**src/rtl/lkvc_pkg.sv**
```systemverilog
// lkvc_pkg: shared types, widths and codes for the LRU key-value cache.
// No dependencies; every other file imports it.
`timescale 1ns / 1ps

package lkvc_pkg;

  localparam int KEY_W           = 32;
  localparam int VALUE_W         = 32;
  localparam int CAP_W           = 5;
  localparam int MAX_ENTRIES_DEF = 16;

  // APB register map
  localparam int APB_DATA_W = 32;
  localparam int APB_ADDR_W = 3;
  localparam int REG_IDX_W  = APB_ADDR_W - 2;
  localparam logic [REG_IDX_W-1:0] REG_CAPACITY = '0;

  localparam logic [CAP_W-1:0] CAPACITY_RESET = CAP_W'(16);

  // operation codes
  localparam logic OP_GET = 1'b0;
  localparam logic OP_PUT = 1'b1;

  localparam logic signed [VALUE_W-1:0] MISS_VALUE = '1;  // -1
  localparam logic signed [VALUE_W-1:0] PUT_VALUE  = '0;

  typedef struct packed {
    logic                      operation;
    logic signed [KEY_W-1:0]   key;
    logic signed [VALUE_W-1:0] value;
  } lkvc_req_t;

  typedef struct packed {
    logic                      found;
    logic signed [VALUE_W-1:0] read_value;
    logic                      evicted;
  } lkvc_rsp_t;

endpackage

```
**src/rtl/lkvc_if.sv**
```systemverilog
// lkvc_if: valid/ready channel interfaces for request and response words.
// Depends on lkvc_pkg.
`timescale 1ns / 1ps

interface lkvc_req_if import lkvc_pkg::*; ();
  logic                      valid;
  logic                      ready;
  logic                      operation;
  logic signed [KEY_W-1:0]   key;
  logic signed [VALUE_W-1:0] value;

  modport source (output valid, operation, key, value, input ready);
  modport sink   (input valid, operation, key, value, output ready);
endinterface

interface lkvc_rsp_if import lkvc_pkg::*; ();
  logic                      valid;
  logic                      ready;
  logic                      found;
  logic signed [VALUE_W-1:0] read_value;
  logic                      evicted;

  modport source (output valid, found, read_value, evicted, input ready);
  modport sink   (input valid, found, read_value, evicted, output ready);
endinterface

```
**src/rtl/lkvc_cfg.sv**
```systemverilog
// lkvc_cfg: APB register block holding the capacity register.
// Depends on lkvc_pkg.
`timescale 1ns / 1ps

module lkvc_cfg import lkvc_pkg::*; (
  input  logic                  clk,
  input  logic                  rst,
  input  logic                  psel,
  input  logic                  penable,
  input  logic                  pwrite,
  input  logic [APB_ADDR_W-1:0] paddr,
  input  logic [APB_DATA_W-1:0] pwdata,
  output logic [APB_DATA_W-1:0] prdata,
  output logic                  pready,
  output logic [CAP_W-1:0]      capacity
);

  logic                 sel_cap;
  logic [REG_IDX_W-1:0] reg_idx;

  assign reg_idx = paddr[APB_ADDR_W-1:2];
  assign sel_cap = (reg_idx == REG_CAPACITY);
  assign pready  = 1'b1;

  always_ff @(posedge clk) begin
    if (rst) begin
      capacity <= CAPACITY_RESET;
    end else if (psel && penable && pwrite && pready && sel_cap) begin
      capacity <= pwdata[CAP_W-1:0];
    end
  end

  always_comb begin
    prdata = '0;
    if (sel_cap) begin
      prdata = APB_DATA_W'(capacity);
    end
  end

endmodule

```
**src/rtl/lkvc_store.sv**
```systemverilog
// lkvc_store: entry array (keys, values, valid, recency rank) with the
// combinational lookup and registered update. Depends on lkvc_pkg.
`timescale 1ns / 1ps

module lkvc_store import lkvc_pkg::*; #(
  parameter int MAX_ENTRIES = MAX_ENTRIES_DEF
) (
  input  logic             clk,
  input  logic             rst,
  input  logic [CAP_W-1:0] capacity,
  input  logic             fire,
  input  lkvc_req_t        req,
  output lkvc_rsp_t        rsp
);

  localparam int RANK_W = (MAX_ENTRIES > 1) ? $clog2(MAX_ENTRIES) : 1;
  localparam int CNT_W  = $clog2(MAX_ENTRIES + 1);
  localparam int CMP_W  = (CNT_W > CAP_W) ? CNT_W : CAP_W;

  logic signed [KEY_W-1:0]   keys   [MAX_ENTRIES];
  logic signed [VALUE_W-1:0] values [MAX_ENTRIES];
  logic [RANK_W-1:0]         rank   [MAX_ENTRIES];
  logic [RANK_W-1:0]         rank_next [MAX_ENTRIES];
  logic [MAX_ENTRIES-1:0]    valid, valid_next;
  logic [CNT_W-1:0]          count, count_next;

  logic [MAX_ENTRIES-1:0]    hit_oh, oldest_oh, free_vec, free_oh, slot_oh;
  logic [MAX_ENTRIES-1:0]    key_we, value_we;
  logic [RANK_W-1:0]         hit_rank, last_rank;
  logic signed [VALUE_W-1:0] hit_value;
  logic [CMP_W-1:0]          cap_ext, eff_cap;
  logic                      is_put, hit, insert, evict, full;

  // effective capacity: 0 acts as 1, anything above the array size saturates
  always_comb begin
    cap_ext = CMP_W'(capacity);
    if (cap_ext == '0) begin
      eff_cap = CMP_W'(1);
    end else if (cap_ext > CMP_W'(MAX_ENTRIES)) begin
      eff_cap = CMP_W'(MAX_ENTRIES);
    end else begin
      eff_cap = cap_ext;
    end
  end

  // ranks of valid entries are always 0..count-1, so the LRU entry is the
  // one holding rank count-1
  assign last_rank = RANK_W'(count - CNT_W'(1));
  assign free_vec  = ~valid;
  assign free_oh   = free_vec & (~free_vec + MAX_ENTRIES'(1));

  always_comb begin
    hit_value = '0;
    hit_rank  = '0;
    for (int i = 0; i < MAX_ENTRIES; i++) begin
      hit_oh[i]    = valid[i] && (keys[i] == req.key);
      oldest_oh[i] = valid[i] && (rank[i] == last_rank);
      hit_value    = hit_value | (hit_oh[i] ? values[i] : '0);
      hit_rank     = hit_rank  | (hit_oh[i] ? rank[i]   : '0);
    end
  end

  assign is_put  = (req.operation == OP_PUT);
  assign hit     = |hit_oh;
  assign insert  = is_put && !hit;
  assign full    = (CMP_W'(count) >= eff_cap);
  assign evict   = insert && full && (count != '0);
  assign slot_oh = evict ? oldest_oh : free_oh;

  always_comb begin
    valid_next = valid;
    for (int i = 0; i < MAX_ENTRIES; i++) begin
      rank_next[i] = rank[i];
      key_we[i]    = insert && slot_oh[i];
      value_we[i]  = is_put && (hit ? hit_oh[i] : slot_oh[i]);
      if (hit) begin
        if (hit_oh[i]) begin
          rank_next[i] = '0;
        end else if (valid[i] && (rank[i] < hit_rank)) begin
          rank_next[i] = rank[i] + RANK_W'(1);
        end
      end else if (insert) begin
        if (slot_oh[i]) begin
          valid_next[i] = 1'b1;
          rank_next[i]  = '0;
        end else if (valid[i]) begin
          rank_next[i] = rank[i] + RANK_W'(1);
        end
      end
    end
    count_next = (insert && !evict) ? count + CNT_W'(1) : count;
  end

  always_ff @(posedge clk) begin
    if (rst) begin
      valid <= '0;
      count <= '0;
      for (int i = 0; i < MAX_ENTRIES; i++) begin
        rank[i] <= '0;
      end
    end else if (fire) begin
      valid <= valid_next;
      count <= count_next;
      for (int i = 0; i < MAX_ENTRIES; i++) begin
        rank[i] <= rank_next[i];
      end
    end
  end

  always_ff @(posedge clk) begin
    for (int i = 0; i < MAX_ENTRIES; i++) begin
      if (fire && key_we[i]) begin
        keys[i] <= req.key;
      end
      if (fire && value_we[i]) begin
        values[i] <= req.value;
      end
    end
  end

  always_comb begin
    rsp.found      = hit;
    rsp.evicted    = evict;
    rsp.read_value = is_put ? PUT_VALUE : (hit ? hit_value : MISS_VALUE);
  end

endmodule

```
**src/rtl/lru_key_value_cache.sv**
```systemverilog
// lru_key_value_cache: top level, request/response registers and handshake.
// Depends on lkvc_pkg, lkvc_if, lkvc_cfg, lkvc_store.
`timescale 1ns / 1ps

// LRU key-value cache. Each request word is a get (operation 0) or a put
// (operation 1) on a signed 32-bit key; each produces exactly one response
// word. A request is captured in an input register, looked up and applied to
// the entry array once the output register is free or being drained (all keys
// compared in parallel, all recency ranks updated at once), and the response
// lands in an output register. Throughput is one word per cycle unless the
// response side stalls; the response is valid once the request has passed
// the input and output registers. The rate is set by the combinational
// compare and registered update across all MAX_ENTRIES entries, which lets
// each request see the store exactly as the previous one left it. Capacity is
// written over APB at byte address 0 (reset 16; 0 acts as 1, values above
// MAX_ENTRIES saturate); lowering it evicts lazily, one entry per later put
// of a new key. Get misses return read_value -1, puts return read_value 0.
module lru_key_value_cache import lkvc_pkg::*; #(
  parameter int MAX_ENTRIES = MAX_ENTRIES_DEF
) (
  input  logic                  clk,
  input  logic                  rst,
  lkvc_req_if.sink              req,
  lkvc_rsp_if.source            rsp,
  input  logic                  psel,
  input  logic                  penable,
  input  logic                  pwrite,
  input  logic [APB_ADDR_W-1:0] paddr,
  input  logic [APB_DATA_W-1:0] pwdata,
  output logic [APB_DATA_W-1:0] prdata,
  output logic                  pready
);

  logic [CAP_W-1:0] capacity;
  logic             in_valid;
  lkvc_req_t        in_word;
  logic             out_valid;
  lkvc_rsp_t        out_word;
  lkvc_rsp_t        result;
  logic             fire;

  lkvc_cfg u_cfg (
    .clk      (clk),
    .rst      (rst),
    .psel     (psel),
    .penable  (penable),
    .pwrite   (pwrite),
    .paddr    (paddr),
    .pwdata   (pwdata),
    .prdata   (prdata),
    .pready   (pready),
    .capacity (capacity)
  );

  // the held request is processed whenever the output register is free or
  // being drained this cycle
  assign fire      = in_valid && (!out_valid || rsp.ready);
  assign req.ready = !in_valid || fire;

  always_ff @(posedge clk) begin
    if (rst) begin
      in_valid <= 1'b0;
    end else if (req.ready) begin
      in_valid <= req.valid;
    end
  end

  always_ff @(posedge clk) begin
    if (req.valid && req.ready) begin
      in_word.operation <= req.operation;
      in_word.key       <= req.key;
      in_word.value     <= req.value;
    end
  end

  lkvc_store #(
    .MAX_ENTRIES (MAX_ENTRIES)
  ) u_store (
    .clk      (clk),
    .rst      (rst),
    .capacity (capacity),
    .fire     (fire),
    .req      (in_word),
    .rsp      (result)
  );

  always_ff @(posedge clk) begin
    if (rst) begin
      out_valid <= 1'b0;
    end else if (fire) begin
      out_valid <= 1'b1;
    end else if (rsp.ready) begin
      out_valid <= 1'b0;
    end
  end

  always_ff @(posedge clk) begin
    if (fire) begin
      out_word <= result;
    end
  end

  assign rsp.valid      = out_valid;
  assign rsp.found      = out_word.found;
  assign rsp.read_value = out_word.read_value;
  assign rsp.evicted    = out_word.evicted;

endmodule

```
**src/flat_wrapper.sv**
```systemverilog
// flat-port wrapper written by rule: the top's interface ports become plain ports
module lru_key_value_cache_flat import lkvc_pkg::*;
#(
  parameter int MAX_ENTRIES = MAX_ENTRIES_DEF
)
  (clk, rst, psel, penable, pwrite, paddr, pwdata, prdata, pready, req_valid, req_operation, req_key, req_value, req_ready, rsp_valid, rsp_found, rsp_read_value, rsp_evicted, rsp_ready);
  lkvc_req_if req_i ();
  lkvc_rsp_if rsp_i ();
  input  logic clk;
  input  logic rst;
  input  logic psel;
  input  logic penable;
  input  logic pwrite;
  input  logic [APB_ADDR_W-1:0] paddr;
  input  logic [APB_DATA_W-1:0] pwdata;
  output logic [APB_DATA_W-1:0] prdata;
  output logic pready;
  input wire logic [$bits(req_i.valid)-1:0] req_valid;
  input wire logic [$bits(req_i.operation)-1:0] req_operation;
  input wire logic [$bits(req_i.key)-1:0] req_key;
  input wire logic [$bits(req_i.value)-1:0] req_value;
  output wire logic [$bits(req_i.ready)-1:0] req_ready;
  output wire logic [$bits(rsp_i.valid)-1:0] rsp_valid;
  output wire logic [$bits(rsp_i.found)-1:0] rsp_found;
  output wire logic [$bits(rsp_i.read_value)-1:0] rsp_read_value;
  output wire logic [$bits(rsp_i.evicted)-1:0] rsp_evicted;
  input wire logic [$bits(rsp_i.ready)-1:0] rsp_ready;
  assign req_i.valid = req_valid;
  assign req_i.operation = req_operation;
  assign req_i.key = req_key;
  assign req_i.value = req_value;
  assign req_ready = req_i.ready;
  assign rsp_valid = rsp_i.valid;
  assign rsp_found = rsp_i.found;
  assign rsp_read_value = rsp_i.read_value;
  assign rsp_evicted = rsp_i.evicted;
  assign rsp_i.ready = rsp_ready;
  lru_key_value_cache #(.MAX_ENTRIES(MAX_ENTRIES)) u_core (.clk(clk), .rst(rst), .req(req_i), .rsp(rsp_i), .psel(psel), .penable(penable), .pwrite(pwrite), .paddr(paddr), .pwdata(pwdata), .prdata(prdata), .pready(pready));
endmodule
```
**config.mk**
```make
export PLATFORM = sky130hd
export DESIGN_NAME = lru_key_value_cache_flat
export DESIGN_NICKNAME = d
export VERILOG_FILES = /design/src/rtl/lkvc_pkg.sv /design/src/rtl/lkvc_if.sv /design/src/rtl/lkvc_cfg.sv /design/src/rtl/lkvc_store.sv /design/src/rtl/lru_key_value_cache.sv /design/src/flat_wrapper.sv
export SDC_FILE = /design/constraint.sdc
export NUM_CORES = 2
export LEC_CHECK = 0
export BUFFER_PORTS_ARGS = -buffer_cell sky130_fd_sc_hd__buf_2
export CAP_MARGIN = 20
export CORE_MARGIN = 2
export CORE_UTILIZATION = 35
export CTS_CLUSTER_DIAMETER = 80
export DETAILED_ROUTE_END_ITERATION = 16
export PLACE_DENSITY = 0.54
export SLEW_MARGIN = 40
export SYNTH_ARGS = -nofsm -noshare
export SYNTH_HDL_FRONTEND = slang
export SYNTH_SLANG_ARGS = --single-unit
```
**constraint.sdc**
```tcl
create_clock -name clk -period 5.6 [get_ports clk]
set_input_delay 0.28 -clock clk [delete_from_list [all_inputs] [get_ports clk]]
set_output_delay 0.28 -clock clk [all_outputs]
set_load 0.03 [all_outputs]
```
Word level (Yosys, flattened, before mapping)
Memories as Yosys holds them, arrays and structs flattened.
Cells that the tools add are included.
W data, S select, Z words.

storage, ports and cells
  register bits after elaboration = 127
  bits in latches = 0
  bits in writable memories = 1088
  bits in read-only memories = 0
  input port bits = 107
  output and inout port bits = 69
  logic and storage cells = 533
  memories = 3

memory list
  memory                 depth  width  read ports  clocked after memory_dff  write ports  line              source
  u_core.u_store.keys    16     32     16          0                         16           lkvc_store.sv:20  logic signed [KEY_W-1:0] keys [MAX_ENTRIES];
  u_core.u_store.values  16     32     16          0                         16           lkvc_store.sv:21  logic signed [VALUE_W-1:0] values [MAX_ENTRIES];
  u_core.u_store.rank    16     4      16          0                         16           lkvc_store.sv:22  logic [RANK_W-1:0] rank [MAX_ENTRIES];

operators by class
  add/subtract/negate cells = 19
  multipliers = 0
  divide/modulo/power cells = 0
  order comparisons = 18
  equal/unequal tests = 32
  shift-type cells = 0
  mux-type cells = 236
  bitwise logic cells = 51
  reduce and logical (&&, ||, !) cells = 148

operators with widths
  cell                     count
  $mux W32                 17
  $eq A32 B32 Y1           16
  $mux W4                  128
  $or A32 B32 Y32          15
  $logic_and A1 B1 Y1      121
  $mux W1                  87
  $add A4 B1 Y4 const B    16
  $eq A4 B4 Y1             16
  $lt A4 B4 Y1             16
  $reduce_and A4 Y1        16
  $or A4 B4 Y4             15
  $not A16 Y16             2
  $add A16 B1 Y16 const B  1
  $and A16 B16 Y16         1
  $mux W16                 1
  $or A1 B1 Y1             16
  $reduce_or A16 Y1        1
  $mux W5                  3
  $add A5 B1 Y5 const B    1
  $ge A5 B5 Y1             1
  $gt A5 B5 Y1 const B     1
  $logic_not A5 Y1         1
  $reduce_bool A5 Y1       1
  $logic_not A1 Y1         4
  other kinds (5)          7

Logic depth before layout (Yosys ltp)
An unclocked memory read counts as a cell.

  depth after elaboration = 25
  depth in mapped cells = 18
  gate-level depth less buffers = 15

Modules after synthesis
A second synthesis with hierarchy kept.

unflattened totals
  cells, all modules = 3752
  area total of the unflattened synthesis = 53486.3 sq um

modules (own cells, without submodules)
  module               instances  cells each  area each (sq um)  sequential area each (sq um)
  lkvc_store           1          3585        49915.4            33091.7
  lru_key_value_cache  1          109         3076.7             3012.9
  lkvc_cfg             1          58          494.2              100.1

Least setup slack after synthesis
OpenSTA, ideal clock, no wires.

  kind = register -> register
  start point = register u_core.u_store.count[0]
  end point = memory u_core.u_store.values[0][0], enable pin
  library setup time = 0.432 ns
  data arrival time = 4.838 ns
  data required time = 5.168 ns
  slack = 0.330 ns
  cell stages (with the launch flop) = 12
  path buffers = 3
  period minus slack after synthesis = 5.270 ns
  cells stage by stage = dfxtp_1 > clkbuf_1 > buf_1 > inv_1 > ha_1 > xor2_1 > clkbuf_1 > xnor2_1 > nand4_1 > nor4_1 > o21ai_2 > a21oi_1

RTL lines
  element                 line               source
  start, declared         lkvc_store.sv:25   logic [CNT_W-1:0] count, count_next;
  start signal, assigned  lkvc_store.sv:103  count <= count_next;
  end, declared           lkvc_store.sv:21

==> summary.txt <==
Top sig layer = met4
Netlist cell types = 97
Clock Latency Late Sink = 0.80 ns
H-tree depth = 4
Fin crit period = 4.88 ns
Die outline width = 393 µm
Critical Path Source = u_core.in_word[46]
Fin. Hold Viols = 0
Post-CTS Setup Bufs = 0
Top cell type's share of synthesized area = 67.3%
Worst Hold Class = primary input to register
I/O pins = 176
Initial core utilization = 35.3%
Post-CTS Resized = 0
Wl on met1 = 73500 µm
Via count = 32900
Multi-input gate area = 15600 µm²
Aggregate global routing overflow = 0
Row Count = 142
Max-slew headroom = 47.2%
Hold Buf Count CTS = 81
Global-route wire length before repair = 234000 µm
Worst path arrival time = 5.28 ns
Asr flop ratio synth = 0%
Post-synth top flop = edfxtp_1
DR WL/cell = 27.2 µm
Number of synthesized flops with an enable pin = 1187
Die area = 154000 µm²
Clock tree sinks = 1215
Status = finished clean
TNS Setup = 0 ns
Post-DP HPWL = 102000 µm
Worst Setup Start Kind = register
Fmax = 0.205 GHz
Nets@finish = 4069
Cell taking the most area after synthesis = edfxtp_1
Fillers = 13700
Max Fanout on Critical Path = 20
Largest net degree at the start of global routing = 37
Tcrit/Tclk final = 87.2%
Worst EP required = 6.00 ns
Hold_sp = req_value[0]
Final setup vio count = 0
Clock buffer depth = 3
CTS tree = done
Routability Congestion = 0.944
R2r startpoint = u_core.in_word[46]
Final slew viol count = 0
Gate count after technology mapping = 3576
FF/Latch Area = 36200 µm²
Share of cells above drive strength 1 = 14.9%
Antenna diodes = 0
Peak VDD IR = 0.000253 V
RSZ-0062 raised after global routing = false
Post-route DRC = 0
Routed vias/inst = 5.44
Initial antenna violation count = 2
Clock skew = 0.0541 ns
Actual slew at the worst max-slew pin = 0.792 ns
Initial DRT Pass Iterations = 8
Pwr Total = 0.0201 W
Port-buffer cells = 118
Setup crit end kind = register
Sequential area share after synthesis = 68.4%
Root buf cell = clkbuf_16
Total wire length = 164000 µm
Pwr per Cell Area = 321 nW/µm²
Lkg Pwr = 20.1 nW
Total GRT Usage = 21.1%
Area of the core = 150000 µm²
Synthesized area per cell = 14.8 µm²
Ys Warns = 0
Die height = 393 µm
Area contributors post-synth = edfxtp_1 67%, xnor2_1 6.8%, xor2_1 2.9%
WL met3 = 10200 µm
Register bit count reported by yosys = 1215
Vias in the first global route = 32200
Max cap viols = 0
Cell Area, Synth = 53000 µm²
Initial DRC count = 3263
Area grow syn2layout = 18.1%
Clock slew at reported path FFs = 0.06 ns
Cts bufs inserted = 136
ANT nets after route = 0
Crit Path Class = register to register
Met2 wire len = 76600 µm
-- cells by family after synthesis --
kind of cell	share of synthesized area [%]
other	0.0142
adder cells (fa/ha/maj)	1.08
multiplexers	0.194
buffers and inverters	2.84
AO/OA/AOI/OAI	7.64
flip-flops	68.4
XOR/XNOR	9.82
AND/OR/NAND/NOR	10.1
-- report_power, final --
group	internal [W]	switching [W]
registers	0.0101	0.000191
logic	0.000360	0.000612
clock network	0.00504	0.00375
total	0.0155	0.00456
-- placed cells by master (no fill, tap or decap), types with 32 or more instances in the layout --
master	n
xor2_1	177
nand2_1	93
clkbuf_1	37
buf_4	141
nor4_1	67
nand4_1	166
nor2_1	160
buf_12	59
nand2b_1	59
a221oi_1	104
ha_1	40
and3_1	39
a22oi_1	92
buf_2	118
edfxtp_1	1187
a22o_1	97
a21oi_1	43
clkbuf_16	138
nor3_1	56
a31oi_1	32
inv_1	42
dlygate4sd3_1	81
nand3_1	110
xnor2_1	409
-- metal layers --
layer / GRT usage, % / vias to the layer above
met5: 0 / -
li1: - / 14600
met1: 29.9 / 16900
met3: 3.26 / 232
met4: 5.87 / 0
met2: 33.8 / 1267
-- metrics by stage --
| stage | utilization, % | cells | setup WS (ns) | area, µm² | hold WS, ns |
|---|---|---|---|---|---|
| after floorplan | - | 3602 | 0.330 | 53100 | 0.379 |
| after global placement | 38.2 | 5718 | 0.790 | 57300 | 0.456 |
| after detailed placement | 38.2 | 5719 | 0.791 | 57400 | 0.458 |
| after CTS | 41.7 | 6045 | 0.741 | 62600 | 0.129 |
| after global routing | 41.7 | 6045 | 0.575 | 62600 | 0.172 |
| final | 41.7 | 6045 | 0.717 | 62600 | 0.193 |
-- final cells by class --
type / instances / share of cell area (%)
multi-input combinational: 2125 / 25.0
inverter: 44 / 0.268
clock inverter: 67 / 1.21
timing repair buffer: 400 / 5.84
sequential: 1215 / 57.9
clock buffer: 178 / 5.81
tap: 2016 / 4.03
-- flip-flops by register name (all words and copies together) (netlist names), 5 cells and up --
signal / flops
u_core.u_store.keys: 512
u_core.u_store.values: 512
u_core.in_word: 65
u_core.u_store.rank: 64
u_core.rsp.read_value: 32
u_core.u_store.valid: 16
u_core.u_cfg.capacity: 5
u_core.u_store.count: 5
-- path summary, 6_finish.rpt --
| check | end | slack, ns | depth (start not counted) |
|---|---|---|---|
| setup / recovery | u_core.u_store.rank[0][12] | 0.72 | 14 |
| hold reg to reg | u_core.u_store.keys[1][102] | 0.48 | 0 |
| setup reg to reg | u_core.u_store.rank[0][12] | 0.72 | 14 |
| hold / removal | u_core.in_word[0] | 0.19 | 2 |
-- worst max-delay path, cell delays in order, from the launching register on --
cell and delay [ns]:
edfxtp_1 0.83, buf_4 0.40, buf_4 0.23, xor2_1 0.10, nor4_1 0.30, nand4_1 0.35
nor4_4 0.41, buf_4 0.29, a22o_1 0.23, a221oi_1 0.07, and4_1 0.27, buf_4 0.23
a221oi_1 0.31, nand2_1 0.09, a21oi_1 0.36
-- cells in the mapped netlist, drive strengths merged, types with 5 or more instances --
| master | count |
|---|---|
| clkbuf | 94 |
| nor2b | 25 |
| nor3 | 59 |
| a311oi | 8 |
| a21oi | 51 |
| nand3 | 110 |
| or4 | 24 |
| and2 | 22 |
| a211oi | 5 |
| o31ai | 13 |
| nor2 | 172 |
| o21ai | 29 |
| nand4 | 166 |
| a211o | 7 |
| or2 | 8 |
| mux2i | 8 |
| o211ai | 10 |
| o22ai | 13 |
| ha | 40 |
| o2111ai | 7 |
| maj3 | 7 |
| and3 | 40 |
| nand2 | 94 |
| a31oi | 32 |
| nor4 | 83 |
| or3 | 12 |
| a221oi | 104 |
| xor2 | 178 |
| o32ai | 5 |
| and4 | 29 |
| buf | 124 |
| edfxtp | 1187 |
| inv | 43 |
| a21o | 8 |
| o311ai | 6 |
| nand4b | 7 |
| a22oi | 92 |
| dfxtp | 28 |
| nand2b | 60 |
| xnor2 | 413 |
| a22o | 97 |
Note: power is estimated with default switching activity, not from simulation.
